## config.mk

```make
export PLATFORM = sky130hd
export DESIGN_NAME = fsd_scan_flat
export DESIGN_NICKNAME = d
export VERILOG_FILES = /design/src/rtl/core/fsd_pkg.sv /design/src/rtl/core/fsd_intf.sv /design/src/rtl/core/fsd_scan.sv /design/src/flat_wrapper.sv
export SDC_FILE = /design/constraint.sdc
export NUM_CORES = 1
export LEC_CHECK = 0
export ABC_AREA = 1
export BUFFER_PORTS_ARGS = -buffer_cell sky130_fd_sc_hd__buf_2
export CAP_MARGIN = 20
export CORE_ASPECT_RATIO = 0.75
export CORE_MARGIN = 3
export CORE_UTILIZATION = 40
export DETAILED_ROUTE_END_ITERATION = 10
export PLACE_DENSITY = 0.71
export SLEW_MARGIN = 15
export SYNTH_ARGS = -nofsm -noshare
export SYNTH_HDL_FRONTEND = slang
export SYNTH_SLANG_ARGS = --single-unit
export TNS_END_PERCENT = 10
```

## constraint.sdc

```tcl
create_clock -name clock -period 2.7 [get_ports clock]
set_clock_uncertainty 0.2 [all_clocks]
set_input_delay 0.27 -clock clock [delete_from_list [all_inputs] [get_ports clock]]
set_output_delay 0.27 -clock clock [all_outputs]
set_load 0.01 [all_outputs]
```

## src/rtl/core/fsd_pkg.sv

```systemverilog
// Shared types, constants and arithmetic helpers for the mono dither unit.
// Used by the channel interfaces and by every module under rtl/core.
// No dependencies.
package fsd_pkg;

   // Field and register widths.
   localparam int GRAY_W     = 8;
   localparam int ERR_W      = 11;
   localparam int SUM_W      = 14;
   localparam int PIX_W      = 13;
   localparam int PROD_W     = 16;
   localparam int WIDTH_W    = 13;
   localparam int HEIGHT_W   = 16;
   localparam int CSR_IDX_W  = 2;
   localparam int CSR_DATA_W = 16;
   localparam int BYTE_W     = 8;

   // Configuration register indexes.
   localparam logic [CSR_IDX_W-1:0] REG_IMAGE_WIDTH  = 2'd0;
   localparam logic [CSR_IDX_W-1:0] REG_IMAGE_HEIGHT = 2'd1;

   // Register reset values.
   localparam logic [WIDTH_W-1:0]  WIDTH_RESET  = 13'd640;
   localparam logic [HEIGHT_W-1:0] HEIGHT_RESET = 16'd480;

   // Quantiser and error arithmetic constants.
   localparam logic signed [PIX_W-1:0]  THRESHOLD   = 13'sd127;
   localparam logic signed [PIX_W-1:0]  WHITE_LEVEL = 13'sd255;
   localparam logic signed [SUM_W-1:0]  ERR_MAX     = 14'sd1023;
   localparam logic signed [SUM_W-1:0]  ERR_MIN     = -14'sd1024;
   localparam logic signed [PROD_W-1:0] DIV_BIAS    = 16'sd15;
   localparam int                       DIV_SHIFT   = 4;

   // Per-pixel position flags handed from the scan counters to the error stage.
   typedef struct packed {
      logic row_nz;
      logic last_col;
      logic last_row;
   } scan_ctl_type;

   // Saturate a widened sum to the 11-bit signed range of the error store.
   function automatic logic signed [ERR_W-1:0] sat_err(input logic signed [SUM_W-1:0] val);
      logic signed [ERR_W-1:0] res;
      if (val > ERR_MAX) begin
         res = ERR_MAX[ERR_W-1:0];
      end else if (val < ERR_MIN) begin
         res = ERR_MIN[ERR_W-1:0];
      end else begin
         res = val[ERR_W-1:0];
      end
      return res;
   endfunction

   // Divide by sixteen, truncating toward zero as integer division does.
   function automatic logic signed [PROD_W-1:0] div16_trunc(
      input logic signed [PROD_W-1:0] val);
      logic signed [PROD_W-1:0] res;
      if (val < 0) begin
         res = (val + DIV_BIAS) >>> DIV_SHIFT;
      end else begin
         res = val >>> DIV_SHIFT;
      end
      return res;
   endfunction

endpackage

```

## src/rtl/core/fsd_intf.sv

```systemverilog


interface fsd_csr_if;
   logic                          valid;
   logic                          ready;
   logic [fsd_pkg::CSR_IDX_W-1:0]  index;
   logic [fsd_pkg::CSR_DATA_W-1:0] data;
   modport source (output valid, index, data, input ready);
   modport sink   (input valid, index, data, output ready);
endinterface

```

## src/rtl/core/fsd_scan.sv

```systemverilog
// Configuration registers and the column/row scan counters of the dither unit.
// Depends on fsd_pkg and fsd_csr_if.
module fsd_scan #(
   parameter int MAX_WIDTH = 4096
) (
   input  logic                          clock,
   input  logic                          reset,
   fsd_csr_if.sink                       csr,
   input  logic                          accept,
   output logic [$clog2(MAX_WIDTH)-1:0]  s0_x,
   output fsd_pkg::scan_ctl_type         s0_ctl
);
   import fsd_pkg::*;

   localparam int AW = $clog2(MAX_WIDTH);
   localparam int CW = (AW + 2 > WIDTH_W + 1) ? AW + 2 : WIDTH_W + 1;
   localparam int RW = HEIGHT_W + 1;

   logic [WIDTH_W-1:0]  width_ff;
   logic [HEIGHT_W-1:0] height_ff;
   logic [AW-1:0]       column_ff, column_in;
   logic [HEIGHT_W-1:0] row_ff, row_in;
   logic [CW-1:0]       width_ext, width_eff;
   logic [RW-1:0]       height_eff;
   logic                last_col, last_row;

   // Configuration writes are always taken; unknown indexes are ignored.
   assign csr.ready = 1'b1;

   always_ff @(posedge clock) begin
      if (reset) begin
         width_ff  <= WIDTH_RESET;
         height_ff <= HEIGHT_RESET;
      end else if (csr.valid) begin
         if (csr.index == REG_IMAGE_WIDTH) begin
            width_ff <= csr.data[WIDTH_W-1:0];
         end else if (csr.index == REG_IMAGE_HEIGHT) begin
            height_ff <= csr.data[HEIGHT_W-1:0];
         end
      end
   end

   // Clamp the programmed geometry into its usable range.
   always_comb begin
      width_ext = CW'(width_ff);
      if (width_ext == '0) begin
         width_eff = CW'(1);
      end else if (width_ext > CW'(MAX_WIDTH)) begin
         width_eff = CW'(MAX_WIDTH);
      end else begin
         width_eff = width_ext;
      end
      height_eff = (height_ff == '0) ? RW'(1) : RW'(height_ff);
   end

   // Row and column end flags for the pixel at the head of the input.
   assign last_col = (CW'(column_ff) + CW'(1)) >= width_eff;
   assign last_row = (RW'(row_ff) + RW'(1)) >= height_eff;

   assign s0_x            = column_ff;
   assign s0_ctl.row_nz   = (row_ff != '0);
   assign s0_ctl.last_col = last_col;
   assign s0_ctl.last_row = last_row;

   // Advance the raster position once per accepted transaction.
   always_comb begin
      column_in = column_ff;
      row_in    = row_ff;
      if (accept) begin
         if (last_col) begin
            column_in = '0;
            row_in    = last_row ? '0 : row_ff + HEIGHT_W'(1);
         end else begin
            column_in = column_ff + AW'(1);
         end
      end
   end

   always_ff @(posedge clock) begin
      if (reset) begin
         column_ff <= '0;
         row_ff    <= '0;
      end else begin
         column_ff <= column_in;
         row_ff    <= row_in;
      end
   end

endmodule

```

## src/flat_wrapper.sv

```systemverilog
// flat-port wrapper written by rule: the top's interface ports become plain ports
module fsd_scan_flat import fsd_pkg::*;
#(
   parameter int MAX_WIDTH = 4096
)
  (clock, reset, accept, s0_x, s0_ctl, csr_valid, csr_index, csr_data, csr_ready);
  fsd_csr_if csr_i ();
  input  logic clock;
  input  logic reset;
  input  logic accept;
  output logic [$clog2(MAX_WIDTH)-1:0] s0_x;
  output fsd_pkg::scan_ctl_type s0_ctl;
  input wire logic [$bits(csr_i.valid)-1:0] csr_valid;
  input wire logic [$bits(csr_i.index)-1:0] csr_index;
  input wire logic [$bits(csr_i.data)-1:0] csr_data;
  output wire logic [$bits(csr_i.ready)-1:0] csr_ready;
  assign csr_i.valid = csr_valid;
  assign csr_i.index = csr_index;
  assign csr_i.data = csr_data;
  assign csr_ready = csr_i.ready;
  fsd_scan #(.MAX_WIDTH(MAX_WIDTH)) u_core (.clock(clock), .reset(reset), .csr(csr_i), .accept(accept), .s0_x(s0_x), .s0_ctl(s0_ctl));
endmodule
```

==> results.md <==
* # Max-Cap Violations at 0
* Asr flop ratio synth at 0
* Core ar. at 8600 um^2
* Mapped Cells at 525
* Worst-skew pair later-pin latency at 0.33 ns
* Clk slew on worst S/H paths at 0.06 ns
* Total number of vias at 3977
* Total negative slack at -6.09 ns
* First-pass DRT Iterations at 7
* Diode count at 0
* Max VDD drop at 0.000356 V
* First-pass GRT wire length at 17800 um
* Sequential share of the synthesized area at 0.317
* Full die area at 10200 um^2
* Final layout net count at 681
* Initial drt markers at 375
* Hold Crit Class: in -> reg
* Endpoints failing setup at 30
* GPL Wtd Cong at 0.838
* Synthesis Warnings at 0
* Tot GR Track Use at 0.222
* Worst path arrival time at 2.62 ns
* Commonest non-fill, non-tap cell in the layout: nand2_1
* Period utilization at 1.14
* Die Ht at 88.1 um
* Top_reg_cell synth: dfxtp_1
* Initial Util at 0.418
* I/O pins at 38
* Final core utilization at 0.620
* Vias/cell at 5.37
* GRT overflow at 0
* Failing checks: hold timing, setup timing
* Initial antenna violation count at 0
* Crit end category: output pin
* Post-synth EDFFs at 0
* Slew Limit Fails at 0
* Share of the synthesized area in the top cell type at 0.317
* Most frequent cells in the layout: nand2_1, inv_1, buf_4
* Layout fillers at 664
* Final Hold Vio Count at 1
* P&R area growth vs syn at 48.2%
* Max H-tree Level at 3
* CTS tree: done
* Pin count of the biggest net entering global routing at 46
* RSZ-0062 raised after global routing: yes
* Post-Syn Area at 3600 um^2
* Pre-CTS setup slack at -0.184 ns
* Syn_nets at 579
* CTS max path bufs at 2
* CTS Root Cell: clkbuf_16
* Req. time, crit path at 2.23 ns
* Layout cells sized above 1 at 0.351
* Total CTS buffers at 9
* Tmin final at 3.09 ns
* Power Dens Cells at 455 nW/um^2
* Worst Path Max Fanout at 4
* Die width at 116 um
* Final worst slack at -0.390 ns
* Cell accounting for the most synthesized area: dfxtp_1
* Post-Route WL at 11900 um
* Power, Total at 2.43 mW
* Setup Crit Path Kind: reg -> out
* DRC Markers at 0
* Status: finished, violations left
* Syn_area_per_cell at 6.85 um^2
* Vias in the first global route at 3658
* #FFs+latches synth at 57
* Max frequency at 324 MHz
* Crit path launch type: register
* Remaining antenna violation count at 0
* Buffers on Ports at 36
* DP Wirelength at 7370 um
* Final hold slack at -0.00571 ns
* Row cnt at 29
* Clk sinks at 57
* Leak pwr at 2.48 nW
* Library cells used by synthesis at 31
* Flop-to-flop setup slack at -0.26 ns
* Synth area leaders: dfxtp_1, nand2_1, ha_1, inv_1, a21oi_1
* Avg WL per Cell at 16.1 um
-- final timing paths --
check	startpoint	endpoint	cells after the start
setup reg to reg	u_core.row_ff[7]	u_core.row_ff[14]	16
setup / recovery	u_core.row_ff[7]	s0_ctl[0]	13
hold reg to reg	u_core.height_ff[1]	u_core.height_ff[1]	2
hold / removal	csr_data[1]	u_core.width_ff[1]	3
-- what timing repair did --
| action | in CTS | in global routing |
|---|---|---|
| hold buffers | 5 | 0 |
| gates cloned | 1 | 1 |
| hold endpoints to repair | 7 | 0 |
| resized for setup | 58 | 63 |
| pin swaps | 25 | 26 |
| setup buffers | 8 | 7 |
| setup endpoints to repair | 30 | 30 |
-- state kept, by name, summed over array words and instances, names as in the netlist --
signal,count
u_core.row_ff,16
u_core.height_ff,16
u_core.width_ff,13
u_core.s0_x,12
-- power by group --
group / internal [mW] / leakage [nW] / switching, mW
clock: 0.721 / 0.142 / 0.451
sequential: 0.871 / 0.470 / 0.0274
combinational: 0.156 / 1.87 / 0.199
-- cell usage after synthesis (3+ instances only) --
| master | number |
|---|---|
| nor2_1 | 43 |
| o21ai_0 | 29 |
| o211ai_1 | 4 |
| inv_1 | 62 |
| dfxtp_1 | 57 |
| ha_1 | 32 |
| xor2_1 | 19 |
| nand2_2 | 3 |
| nand3_1 | 34 |
| clkbuf_1 | 10 |
| nor4_1 | 10 |
| nand4_1 | 5 |
| o21a_1 | 3 |
| nor3_1 | 10 |
| a21oi_1 | 46 |
| buf_4 | 5 |
| a21oi_2 | 4 |
| nand2_1 | 132 |
-- cells by family (layout without fill, tap and decap cells) --
logic type      Yosys count  in the layout  synth area share
buf+inv                  82            189            0.0936
other cells               1              1           0.00104
fa+ha+maj                32             32             0.111
compound gates           88             88             0.134
flops                    57             57             0.317
simple gates            245            245             0.295
xor+xnor                 20             20            0.0487
-- worst max-delay path: stages (launching register included) --
cell and delay (ns):
dfxtp_1 0.42, inv_1 0.10, nor3_2 0.28, nand2_1 0.16, buf_4 0.16, xor2_1 0.15
ha_1 0.29, nand4_1 0.14, nor2_1 0.06, nand2_1 0.06, nand4_1 0.13, nor2_4 0.14
nand2_1 0.07, buf_2 0.14
-- layer usage --
metal	vias to the layer above	global-route usage	wire (um)
met5	-	0	0
met4	0	0.0629	233
met3	30	0.0456	784
li1	1914	-	-
met1	1881	0.296	5230
met2	152	0.365	5700
-- final cells by class --
| type | instances | area, um^2 | share of cell area |
|---|---|---|---|
| Tap cell | 108 | 135 | 0.0253 |
| Timing Repair Buffer | 109 | 813 | 0.153 |
| Clock buffer | 9 | 225 | 0.0422 |
| Sequential cell | 57 | 1160 | 0.218 |
| Multi-Input combinational cell | 386 | 2680 | 0.502 |
| Inverter | 64 | 243 | 0.0455 |
| Clock inverter | 7 | 80.1 | 0.0150 |
-- per-stage QoR --
| step | cell area (um^2) | cells |
|---|---|---|
| after floorplan | 3650 | 525 |
| after global placement | 4270 | 703 |
| after detailed placement | 4270 | 703 |
| after CTS | 4980 | 732 |
| after global routing | 5330 | 740 |
| final | 5330 | 740 |
Power figures use the tool's default switching activity.
