## src/rtl/core/fsd_pkg.sv

```systemverilog
// Shared types, constants and arithmetic helpers for the mono dither unit.
// Used by the channel interfaces and by every module under rtl/core.
// No dependencies.
package fsd_pkg;

   // Field and register widths.
   localparam int GRAY_W     = 8;
   localparam int ERR_W      = 11;
   localparam int SUM_W      = 14;
   localparam int PIX_W      = 13;
   localparam int PROD_W     = 16;
   localparam int WIDTH_W    = 13;
   localparam int HEIGHT_W   = 16;
   localparam int CSR_IDX_W  = 2;
   localparam int CSR_DATA_W = 16;
   localparam int BYTE_W     = 8;

   // Configuration register indexes.
   localparam logic [CSR_IDX_W-1:0] REG_IMAGE_WIDTH  = 2'd0;
   localparam logic [CSR_IDX_W-1:0] REG_IMAGE_HEIGHT = 2'd1;

   // Register reset values.
   localparam logic [WIDTH_W-1:0]  WIDTH_RESET  = 13'd640;
   localparam logic [HEIGHT_W-1:0] HEIGHT_RESET = 16'd480;

   // Quantiser and error arithmetic constants.
   localparam logic signed [PIX_W-1:0]  THRESHOLD   = 13'sd127;
   localparam logic signed [PIX_W-1:0]  WHITE_LEVEL = 13'sd255;
   localparam logic signed [SUM_W-1:0]  ERR_MAX     = 14'sd1023;
   localparam logic signed [SUM_W-1:0]  ERR_MIN     = -14'sd1024;
   localparam logic signed [PROD_W-1:0] DIV_BIAS    = 16'sd15;
   localparam int                       DIV_SHIFT   = 4;

   // Per-pixel position flags handed from the scan counters to the error stage.
   typedef struct packed {
      logic row_nz;
      logic last_col;
      logic last_row;
   } scan_ctl_type;

   // Saturate a widened sum to the 11-bit signed range of the error store.
   function automatic logic signed [ERR_W-1:0] sat_err(input logic signed [SUM_W-1:0] val);
      logic signed [ERR_W-1:0] res;
      if (val > ERR_MAX) begin
         res = ERR_MAX[ERR_W-1:0];
      end else if (val < ERR_MIN) begin
         res = ERR_MIN[ERR_W-1:0];
      end else begin
         res = val[ERR_W-1:0];
      end
      return res;
   endfunction

   // Divide by sixteen, truncating toward zero as integer division does.
   function automatic logic signed [PROD_W-1:0] div16_trunc(
      input logic signed [PROD_W-1:0] val);
      logic signed [PROD_W-1:0] res;
      if (val < 0) begin
         res = (val + DIV_BIAS) >>> DIV_SHIFT;
      end else begin
         res = val >>> DIV_SHIFT;
      end
      return res;
   endfunction

endpackage

```

## src/rtl/core/fsd_intf.sv

```systemverilog


interface fsd_rsp_if;
   logic                      valid;
   logic                      ready;
   logic [fsd_pkg::BYTE_W-1:0] mono_byte;
   logic                      end_of_row;
   logic                      end_of_image;
   modport source (output valid, mono_byte, end_of_row, end_of_image, input ready);
   modport sink   (input valid, mono_byte, end_of_row, end_of_image, output ready);
endinterface


```

## src/rtl/core/fsd_diffuse.sv

```systemverilog
// Error stage of the dither unit: quantiser, error split, carries, line store
// write-back with forwarding, bit packing and the output register.
// Depends on fsd_pkg and fsd_rsp_if.
module fsd_diffuse #(
   parameter int MAX_WIDTH = 4096
) (
   input  logic                                 clock,
   input  logic                                 reset,
   input  logic                                 accept,
   output logic                                 can_accept,
   input  logic [fsd_pkg::GRAY_W-1:0]           s0_gray,
   input  logic [$clog2(MAX_WIDTH)-1:0]         s0_x,
   input  fsd_pkg::scan_ctl_type                s0_ctl,
   input  logic signed [fsd_pkg::ERR_W-1:0]     rd_data,
   output logic                                 mem_we,
   output logic [$clog2(MAX_WIDTH)-1:0]         mem_waddr,
   output logic signed [fsd_pkg::ERR_W-1:0]     mem_wdata,
   fsd_rsp_if.source                            rsp
);
   import fsd_pkg::*;

   localparam int AW = $clog2(MAX_WIDTH);

   // Stage registers.
   logic                    s1_valid_ff, s1_valid_in;
   logic [GRAY_W-1:0]       s1_gray_ff;
   logic [AW-1:0]           s1_x_ff;
   scan_ctl_type            s1_ctl_ff;
   logic                    fwd_hit_ff, fwd_hit_in;
   logic signed [ERR_W-1:0] fwd_val_ff, fwd_val_in;

   // Error carries and the deferred end-of-row write.
   logic signed [ERR_W-1:0] right_carry_ff, right_carry_in;
   logic signed [ERR_W-1:0] pend0_ff, pend0_in;
   logic signed [ERR_W-1:0] pend1_ff, pend1_in;
   logic                    tail_valid_ff, tail_valid_in;
   logic [AW-1:0]           tail_addr_ff, tail_addr_in;
   logic signed [ERR_W-1:0] tail_val_ff, tail_val_in;
   logic [BYTE_W-1:0]       acc_ff, acc_in;

   // Output register.
   logic                    rsp_valid_ff, rsp_valid_in;
   logic [BYTE_W-1:0]       rsp_byte_ff;
   logic                    rsp_eor_ff, rsp_eoi_ff;

   // Datapath.
   logic signed [ERR_W-1:0]  err_above;
   logic signed [PIX_W-1:0]  pix_val, quant_err;
   logic signed [PROD_W-1:0] err_wide, q7, q3, q5, q1;
   logic signed [ERR_W-1:0]  left_val, mid_val;
   logic                     white, s1_emit, s1_adv;
   logic [BYTE_W-1:0]        acc_new;
   logic                     x_nz;
   logic                     c_tail_new, c_left, c_tail_old;

   assign x_nz = (s1_x_ff != '0);

   // Quantise the pixel with the error from above and from the left.
   always_comb begin
      if (!s1_ctl_ff.row_nz) begin
         err_above = '0;
      end else if (fwd_hit_ff) begin
         err_above = fwd_val_ff;
      end else begin
         err_above = rd_data;
      end
      pix_val = $signed({{(PIX_W-GRAY_W){1'b0}}, s1_gray_ff}) + PIX_W'(err_above)
                + (x_nz ? PIX_W'(right_carry_ff) : '0);
      white     = (pix_val > THRESHOLD);
      quant_err = pix_val - (white ? WHITE_LEVEL : '0);
   end

   // Split the error into its four weighted shares.
   always_comb begin
      err_wide = PROD_W'(quant_err);
      q7 = div16_trunc(err_wide * 16'sd7);
      q3 = div16_trunc(err_wide * 16'sd3);
      q5 = div16_trunc(err_wide * 16'sd5);
      q1 = div16_trunc(err_wide);
      left_val = sat_err(SUM_W'(pend0_ff) + SUM_W'(q3));
      mid_val  = sat_err(SUM_W'(pend1_ff) + SUM_W'(q5));
   end

   // Bit packing and the emit decision.
   assign acc_new = acc_ff | (BYTE_W'(white) << (3'd7 - s1_x_ff[2:0]));
   assign s1_emit = (s1_x_ff[2:0] == 3'd7) || s1_ctl_ff.last_col;

   // The stage moves on unless its result has nowhere to go.
   assign s1_adv     = s1_valid_ff && !(s1_emit && rsp_valid_ff && !rsp.ready);
   assign can_accept = !s1_valid_ff || s1_adv;

   // Line store write: left neighbour, or the held end-of-row word at column zero.
   always_comb begin
      mem_we    = s1_adv && (x_nz || tail_valid_ff);
      mem_waddr = x_nz ? s1_x_ff - AW'(1) : tail_addr_ff;
      mem_wdata = x_nz ? left_val : tail_val_ff;
   end

   // Carry and tail updates.
   always_comb begin
      right_carry_in = right_carry_ff;
      pend0_in       = pend0_ff;
      pend1_in       = pend1_ff;
      tail_valid_in  = tail_valid_ff;
      tail_addr_in   = tail_addr_ff;
      tail_val_in    = tail_val_ff;
      acc_in         = acc_ff;
      if (s1_adv) begin
         acc_in = s1_emit ? '0 : acc_new;
         if (!x_nz) begin
            tail_valid_in = 1'b0;
         end
         if (s1_ctl_ff.last_col) begin
            right_carry_in = '0;
            pend0_in       = '0;
            pend1_in       = '0;
            tail_valid_in  = 1'b1;
            tail_addr_in   = s1_x_ff;
            tail_val_in    = mid_val;
         end else begin
            right_carry_in = sat_err(SUM_W'(q7));
            pend0_in       = mid_val;
            pend1_in       = sat_err(SUM_W'(q1));
         end
      end
   end

   // Forwarding for a read that hits a word not yet in the line store.
   always_comb begin
      c_tail_new = s1_valid_ff && s1_ctl_ff.last_col && (s0_x == s1_x_ff);
      c_left     = s1_valid_ff && x_nz && (s0_x == s1_x_ff - AW'(1));
      c_tail_old = tail_valid_ff && (s0_x == tail_addr_ff);
      fwd_hit_in = c_tail_new || c_left || c_tail_old;
      priority if (c_tail_new) begin
         fwd_val_in = mid_val;
      end else if (c_left) begin
         fwd_val_in = left_val;
      end else begin
         fwd_val_in = tail_val_ff;
      end
   end

   assign s1_valid_in  = accept ? 1'b1 : (s1_adv ? 1'b0 : s1_valid_ff);
   assign rsp_valid_in = (s1_adv && s1_emit) ? 1'b1 : (rsp.ready ? 1'b0 : rsp_valid_ff);

   // Control state.
   always_ff @(posedge clock) begin
      if (reset) begin
         s1_valid_ff    <= 1'b0;
         rsp_valid_ff   <= 1'b0;
         tail_valid_ff  <= 1'b0;
         right_carry_ff <= '0;
         pend0_ff       <= '0;
         pend1_ff       <= '0;
         acc_ff         <= '0;
      end else begin
         s1_valid_ff    <= s1_valid_in;
         rsp_valid_ff   <= rsp_valid_in;
         tail_valid_ff  <= tail_valid_in;
         right_carry_ff <= right_carry_in;
         pend0_ff       <= pend0_in;
         pend1_ff       <= pend1_in;
         acc_ff         <= acc_in;
      end
   end

   // Payload registers.
   always_ff @(posedge clock) begin
      tail_addr_ff <= tail_addr_in;
      tail_val_ff  <= tail_val_in;
      if (accept) begin
         s1_gray_ff <= s0_gray;
         s1_x_ff    <= s0_x;
         s1_ctl_ff  <= s0_ctl;
         fwd_hit_ff <= fwd_hit_in;
         fwd_val_ff <= fwd_val_in;
      end
      if (s1_adv && s1_emit) begin
         rsp_byte_ff <= acc_new;
         rsp_eor_ff  <= s1_ctl_ff.last_col;
         rsp_eoi_ff  <= s1_ctl_ff.last_col && s1_ctl_ff.last_row;
      end
   end

   assign rsp.valid        = rsp_valid_ff;
   assign rsp.mono_byte    = rsp_byte_ff;
   assign rsp.end_of_row   = rsp_eor_ff;
   assign rsp.end_of_image = rsp_eoi_ff;

   // A held end-of-row word is always flushed by the next pixel, at column zero.
   assert property (@(posedge clock) disable iff (reset)
      s1_adv && x_nz |-> !tail_valid_ff)
      else $error("held end-of-row word still pending past column zero");

   // The last pixel of a row clears the carries and leaves its word held.
   assert property (@(posedge clock) disable iff (reset)
      s1_adv && s1_ctl_ff.last_col |=> tail_valid_ff && right_carry_ff == '0
                                       && pend0_ff == '0 && pend1_ff == '0)
      else $error("row end did not reset the error carries");

   // A new transaction only enters when the stage ahead of it empties.
   assert property (@(posedge clock) disable iff (reset)
      accept && s1_valid_ff |-> s1_adv)
      else $error("transaction accepted over a stalled error stage");

   // A stalled stage keeps its pixel.
   assert property (@(posedge clock) disable iff (reset)
      s1_valid_ff && !s1_adv |=> s1_valid_ff && $stable(s1_x_ff) && $stable(acc_ff))
      else $error("stalled error stage lost its pixel");

endmodule

```

## src/flat_wrapper.sv

```systemverilog
// flat-port wrapper written by rule: the top's interface ports become plain ports
module fsd_diffuse_flat import fsd_pkg::*;
#(
   parameter int MAX_WIDTH = 4096
)
  (clock, reset, accept, can_accept, s0_gray, s0_x, s0_ctl, rd_data, mem_we, mem_waddr, mem_wdata, rsp_valid, rsp_mono_byte, rsp_end_of_row, rsp_end_of_image, rsp_ready);
  fsd_rsp_if rsp_i ();
  input  logic clock;
  input  logic reset;
  input  logic accept;
  output logic can_accept;
  input  logic [fsd_pkg::GRAY_W-1:0] s0_gray;
  input  logic [$clog2(MAX_WIDTH)-1:0] s0_x;
  input  fsd_pkg::scan_ctl_type s0_ctl;
  input  logic signed [fsd_pkg::ERR_W-1:0] rd_data;
  output logic mem_we;
  output logic [$clog2(MAX_WIDTH)-1:0] mem_waddr;
  output logic signed [fsd_pkg::ERR_W-1:0] mem_wdata;
  output wire logic [$bits(rsp_i.valid)-1:0] rsp_valid;
  output wire logic [$bits(rsp_i.mono_byte)-1:0] rsp_mono_byte;
  output wire logic [$bits(rsp_i.end_of_row)-1:0] rsp_end_of_row;
  output wire logic [$bits(rsp_i.end_of_image)-1:0] rsp_end_of_image;
  input wire logic [$bits(rsp_i.ready)-1:0] rsp_ready;
  assign rsp_valid = rsp_i.valid;
  assign rsp_mono_byte = rsp_i.mono_byte;
  assign rsp_end_of_row = rsp_i.end_of_row;
  assign rsp_end_of_image = rsp_i.end_of_image;
  assign rsp_i.ready = rsp_ready;
  fsd_diffuse #(.MAX_WIDTH(MAX_WIDTH)) u_core (.clock(clock), .reset(reset), .accept(accept), .can_accept(can_accept), .s0_gray(s0_gray), .s0_x(s0_x), .s0_ctl(s0_ctl), .rd_data(rd_data), .mem_we(mem_we), .mem_waddr(mem_waddr), .mem_wdata(mem_wdata), .rsp(rsp_i));
endmodule
```

## config.mk

```make
export PLATFORM = sky130hd
export DESIGN_NAME = fsd_diffuse_flat
export DESIGN_NICKNAME = d
export VERILOG_FILES = /design/src/rtl/core/fsd_pkg.sv /design/src/rtl/core/fsd_intf.sv /design/src/rtl/core/fsd_diffuse.sv /design/src/flat_wrapper.sv
export SDC_FILE = /design/constraint.sdc
export NUM_CORES = 1
export LEC_CHECK = 0
export BUFFER_PORTS_ARGS = -buffer_cell sky130_fd_sc_hd__buf_2
export CORE_UTILIZATION = 45
export CTS_CLUSTER_DIAMETER = 80
export DETAILED_ROUTE_END_ITERATION = 8
export GPL_TIMING_DRIVEN = 0
export PLACE_DENSITY = 0.7
export SYNTH_ARGS = -nofsm -noshare
export SYNTH_HDL_FRONTEND = slang
export SYNTH_SLANG_ARGS = --single-unit
```

## constraint.sdc

```tcl
create_clock -name clock -period 14.5 [get_ports clock]
set_clock_uncertainty 0.05 [all_clocks]
set_input_delay 2.175 -clock clock [delete_from_list [all_inputs] [get_ports clock]]
set_output_delay 2.175 -clock clock [all_outputs]
set_load 0.1 [all_outputs]
```

==> results.py <==
metrics = {
    "status": {
        "violations": "negative setup slack",
        "run_status": "finished, violations left",
    },
    "grt": {
        "use_met1_pct": 33.3,
        "grt_pass1_wl_um": 50300,
        "antenna_found_initial": 0,
        "grt_pass1_vias": 9603,
        "met2_usage_pct": 39.7,
        "grt_use_met3_pct": 2.82,
        "grt_max_degree": 37,
        "grt_use_total_pct": 24.4,
        "grt_overflow": 0,
        "busiest_layer": "met2",
    },
    "critical_path": {
        "crit_path_max_incr_delay_ns": 0.38,
        "critPathSlowestCell": "xnor2_2",
        "crit_buf_inv": 6,
        "r2r_end": "u_core.fwd_val_ff[6]",
        "cp_data_required_time_ns": 12.27,
        "cpMostUsedCell": "ha_4",
        "worstReg2RegStart": "u_core.s1_x_ff[0]",
        "critPathTopFamily": "compound AO/OA/AOI/OAI gates",
        "rrSetupSlack_ns": 0.90,
        "crit_path_max_fanout": 7,
        "end_kind": "primary output",
        "worstPathArrival_ns": 12.29,
        "path_class": "in -> out",
        "critPathLaunchType": "primary input",
        "r2r_cells": 56,
    },
    "synthesis": {
        "synth_area_mm2": 0.0113,
        "synth_nets": 1448,
        "ys_warn_count": 0,
        "async_flop_share_pct": 0,
        "netlist_instances": 1280,
        "yosys.area.top_type": "edfxtp_1",
        "synthTopCellsByArea": "edfxtp_1 (18%), ha_1 (13%), dfxtp_1 (7.8%)",
        "yosys.cell_types.count": 108,
        "netlist.area_leader.share_pct": 18.1,
        "ys_ff_latch": 112,
        "syn_avg_cell_area_um2": 8.83,
        "ys.flop_type": "edfxtp_1",
        "seq_area_frac_synth_pct": 25.9,
        "synth_edf_count": 68,
    },
    "cts": {
        "htreeDepth": 3,
        "numCtsBuffers": 9,
        "cts.sinks": 112,
        "cts_max_path_buffers": 2,
        "cts_hold_buf": 0,
        "root_buffer": "clkbuf_16",
        "worst_skew_pair.late_latency_ns": 0.37,
        "clkTransAtPathRegs_ns": 0.08,
        "cts_tree": "built",
    },
    "sta": {
        "report.final.slew_viol_count": 0,
        "max_freq_ghz": 0.0689,
        "rsz0062_at_grt": "true",
        "worst_pin_slew_ns": 1.01,
        "period_share_pct": 100,
        "hold_violations": 0,
        "setup_slack_ns": -0.0166,
        "relSlewSlack_pct": 32.4,
        "whs_ns": 0.400,
        "period_needed_ns": 14.52,
        "setup_violations": 1,
    },
    "layout": {
        "final_util_pct": 58.4,
        "finalNonFillerCells": 1771,
        "nFillCells": 2012,
        "syn_to_final_growth_pct": 26.5,
        "nets": 1610,
        "antenna_cells": 0,
        "drive_above_1_share_pct": 25.6,
    },
    "placement": {
        "hpwl_um": 23500,
        "place_congestion": 0.902,
        "io_buffers": 72,
        "dpl.cell_count": 1677,
    },
    "worst_hold_path": {
        "hold_depth": 0,
        "hold_start": "u_core.s1_ctl_ff[1]",
        "holdPathEnd": "u_core.rsp.end_of_row",
        "hp-class": "reg -> reg",
    },
    "routing": {
        "wire_per_inst_um": 18.8,
        "wirelength_um": 33300,
        "drc_errors": 0,
        "drt_first_pass_iters": 5,
        "drtIter0Drc": 707,
        "vias": 10393,
        "via_per_inst": 5.87,
        "drtAntennaViolNets": 0,
    },
    "floorplanning": {
        "start_util_pct": 46.2,
        "fp-row-count": 57,
        "die_w_um": 160,
        "coreArea_mm2": 0.0245,
        "io_pins": 74,
        "fp.dieArea_mm2": 0.0258,
        "die_h_um": 160,
    },
    "job": {
        "drv_cap": 0,
    },
}
[cell type report]
type | count | area, um2 | area share [%]
Clock inverter | 7 | 71.3 | 0.499
Timing Repair Buffer | 152 | 1150 | 8.07
Clock buffer | 9 | 225 | 1.58
Multi-Input combinational cell | 1042 | 8980 | 62.8
Inverter | 90 | 345 | 2.42
Tap cell | 324 | 405 | 2.84
Sequential cell | 112 | 2920 | 20.4
Buffer | 35 | 188 | 1.31
[through the flow]
step           setup TNS (ns)  setup WS (ns)  instance area (um2)
3_5_place_dp           -27.96          -2.10                12200
4_1_cts                     0         0.0107                13300
6_report              -0.0166        -0.0166                14300
3_3_place_gp           -22.62          -2.04                12200
5_1_grt                 -4.93         -0.515                14300
2_1_floorplan               0         0.0443                11400
[logic make-up after synthesis]
group                    synth area share, %
AND/OR/NAND/NOR                         17.8
AO/OA/AOI/OAI                           22.4
XOR/XNOR                                11.9
adder cells (fa/ha/maj)                 15.5
buffers and inverters                   4.47
flip-flops                              25.9
multiplexers                            2.01
[worst max-delay path by stage]
stage / startpoint / to / slack, ns / cells after the start
after floorplan: rd_data[0] / mem_wdata[2] / 0.04 / 54
after global placement: rd_data[0] / mem_wdata[2] / -2.04 / 52
after detailed placement: rd_data[0] / mem_wdata[2] / -2.10 / 52
after CTS: rd_data[0] / mem_wdata[2] / 0.01 / 54
after global routing: rd_data[0] / mem_wdata[2] / -0.51 / 55
final: rd_data[0] / mem_wdata[2] / -0.02 / 50
[worst reg2reg max path: cells and delay by family, from the launching register on]
family	cells	cell delay, ns
AO/OA/AOI/OAI	23	5.74
XOR/XNOR	3	0.60
adder cells (fa/ha/maj)	6	1.67
buffers and inverters	8	1.24
flip-flops	1	0.43
AND/OR/NAND/NOR	16	3.58
[what timing repair did]
action,CTS,global route
pin swaps,40,79
resized for setup,112,127
endpoints found under the setup margin,16,41
cloned,1,1
buffers inserted,43,35
endpoints found under the hold margin,0,0
[per-layer routing]
layer | up-vias | part of all wire [%] | wire length, um
met3 | 74 | 5.7 | 1910
met5 | - | 0 | 0
li1 | 4997 | - | -
met4 | 0 | 3.6 | 1220
met1 | 4969 | 44 | 14600
met2 | 353 | 47 | 15600
[cell usage in the layout (no fill, tap or decap), drive strengths merged, types with 54 or more instances in the layout]
master / netlist / final
buf: 10 / 162
ha: 113 / 113
nor2: 101 / 101
xnor2: 94 / 94
inv: 90 / 93
nand2: 83 / 83
a21oi: 83 / 83
o21ai: 70 / 70
edfxtp: 68 / 68
xor2: 54 / 54
[sequential cells by signal, summed over array words and instances, names as in the netlist]
register / flops
u_core.rsp.end_of_image: 1
u_core.right_carry_ff: 11
u_core.s1_x_ff: 12
u_core.pend1_ff: 11
u_core.s1_ctl_ff: 3
u_core.fwd_val_ff: 11
u_core.rsp.end_of_row: 1
u_core.acc_ff: 8
u_core.tail_val_ff: 11
u_core.s1_gray_ff: 8
u_core.tail_valid_ff: 1
u_core.fwd_hit_ff: 1
u_core.tail_addr_ff: 12
u_core.rsp.valid: 1
u_core.rsp.mono_byte: 8
u_core.pend0_ff: 11
u_core.s1_valid_ff: 1
[cells in the mapped netlist (all sizes together), types with 27 or more instances]
| cell | n |
|---|---|
| ha | 113 |
| nor2 | 101 |
| xnor2 | 94 |
| inv | 90 |
| a21oi | 83 |
| nand2 | 83 |
| o21ai | 70 |
| edfxtp | 68 |
| xor2 | 54 |
| dfxtp | 44 |
| nor3 | 30 |
| a21o | 28 |
| clkbuf | 27 |
| nand3 | 27 |
| nor2b | 27 |
Power is not shown: default switching activity piles up to over one toggle a cycle in this logic, so the estimate is an artifact.
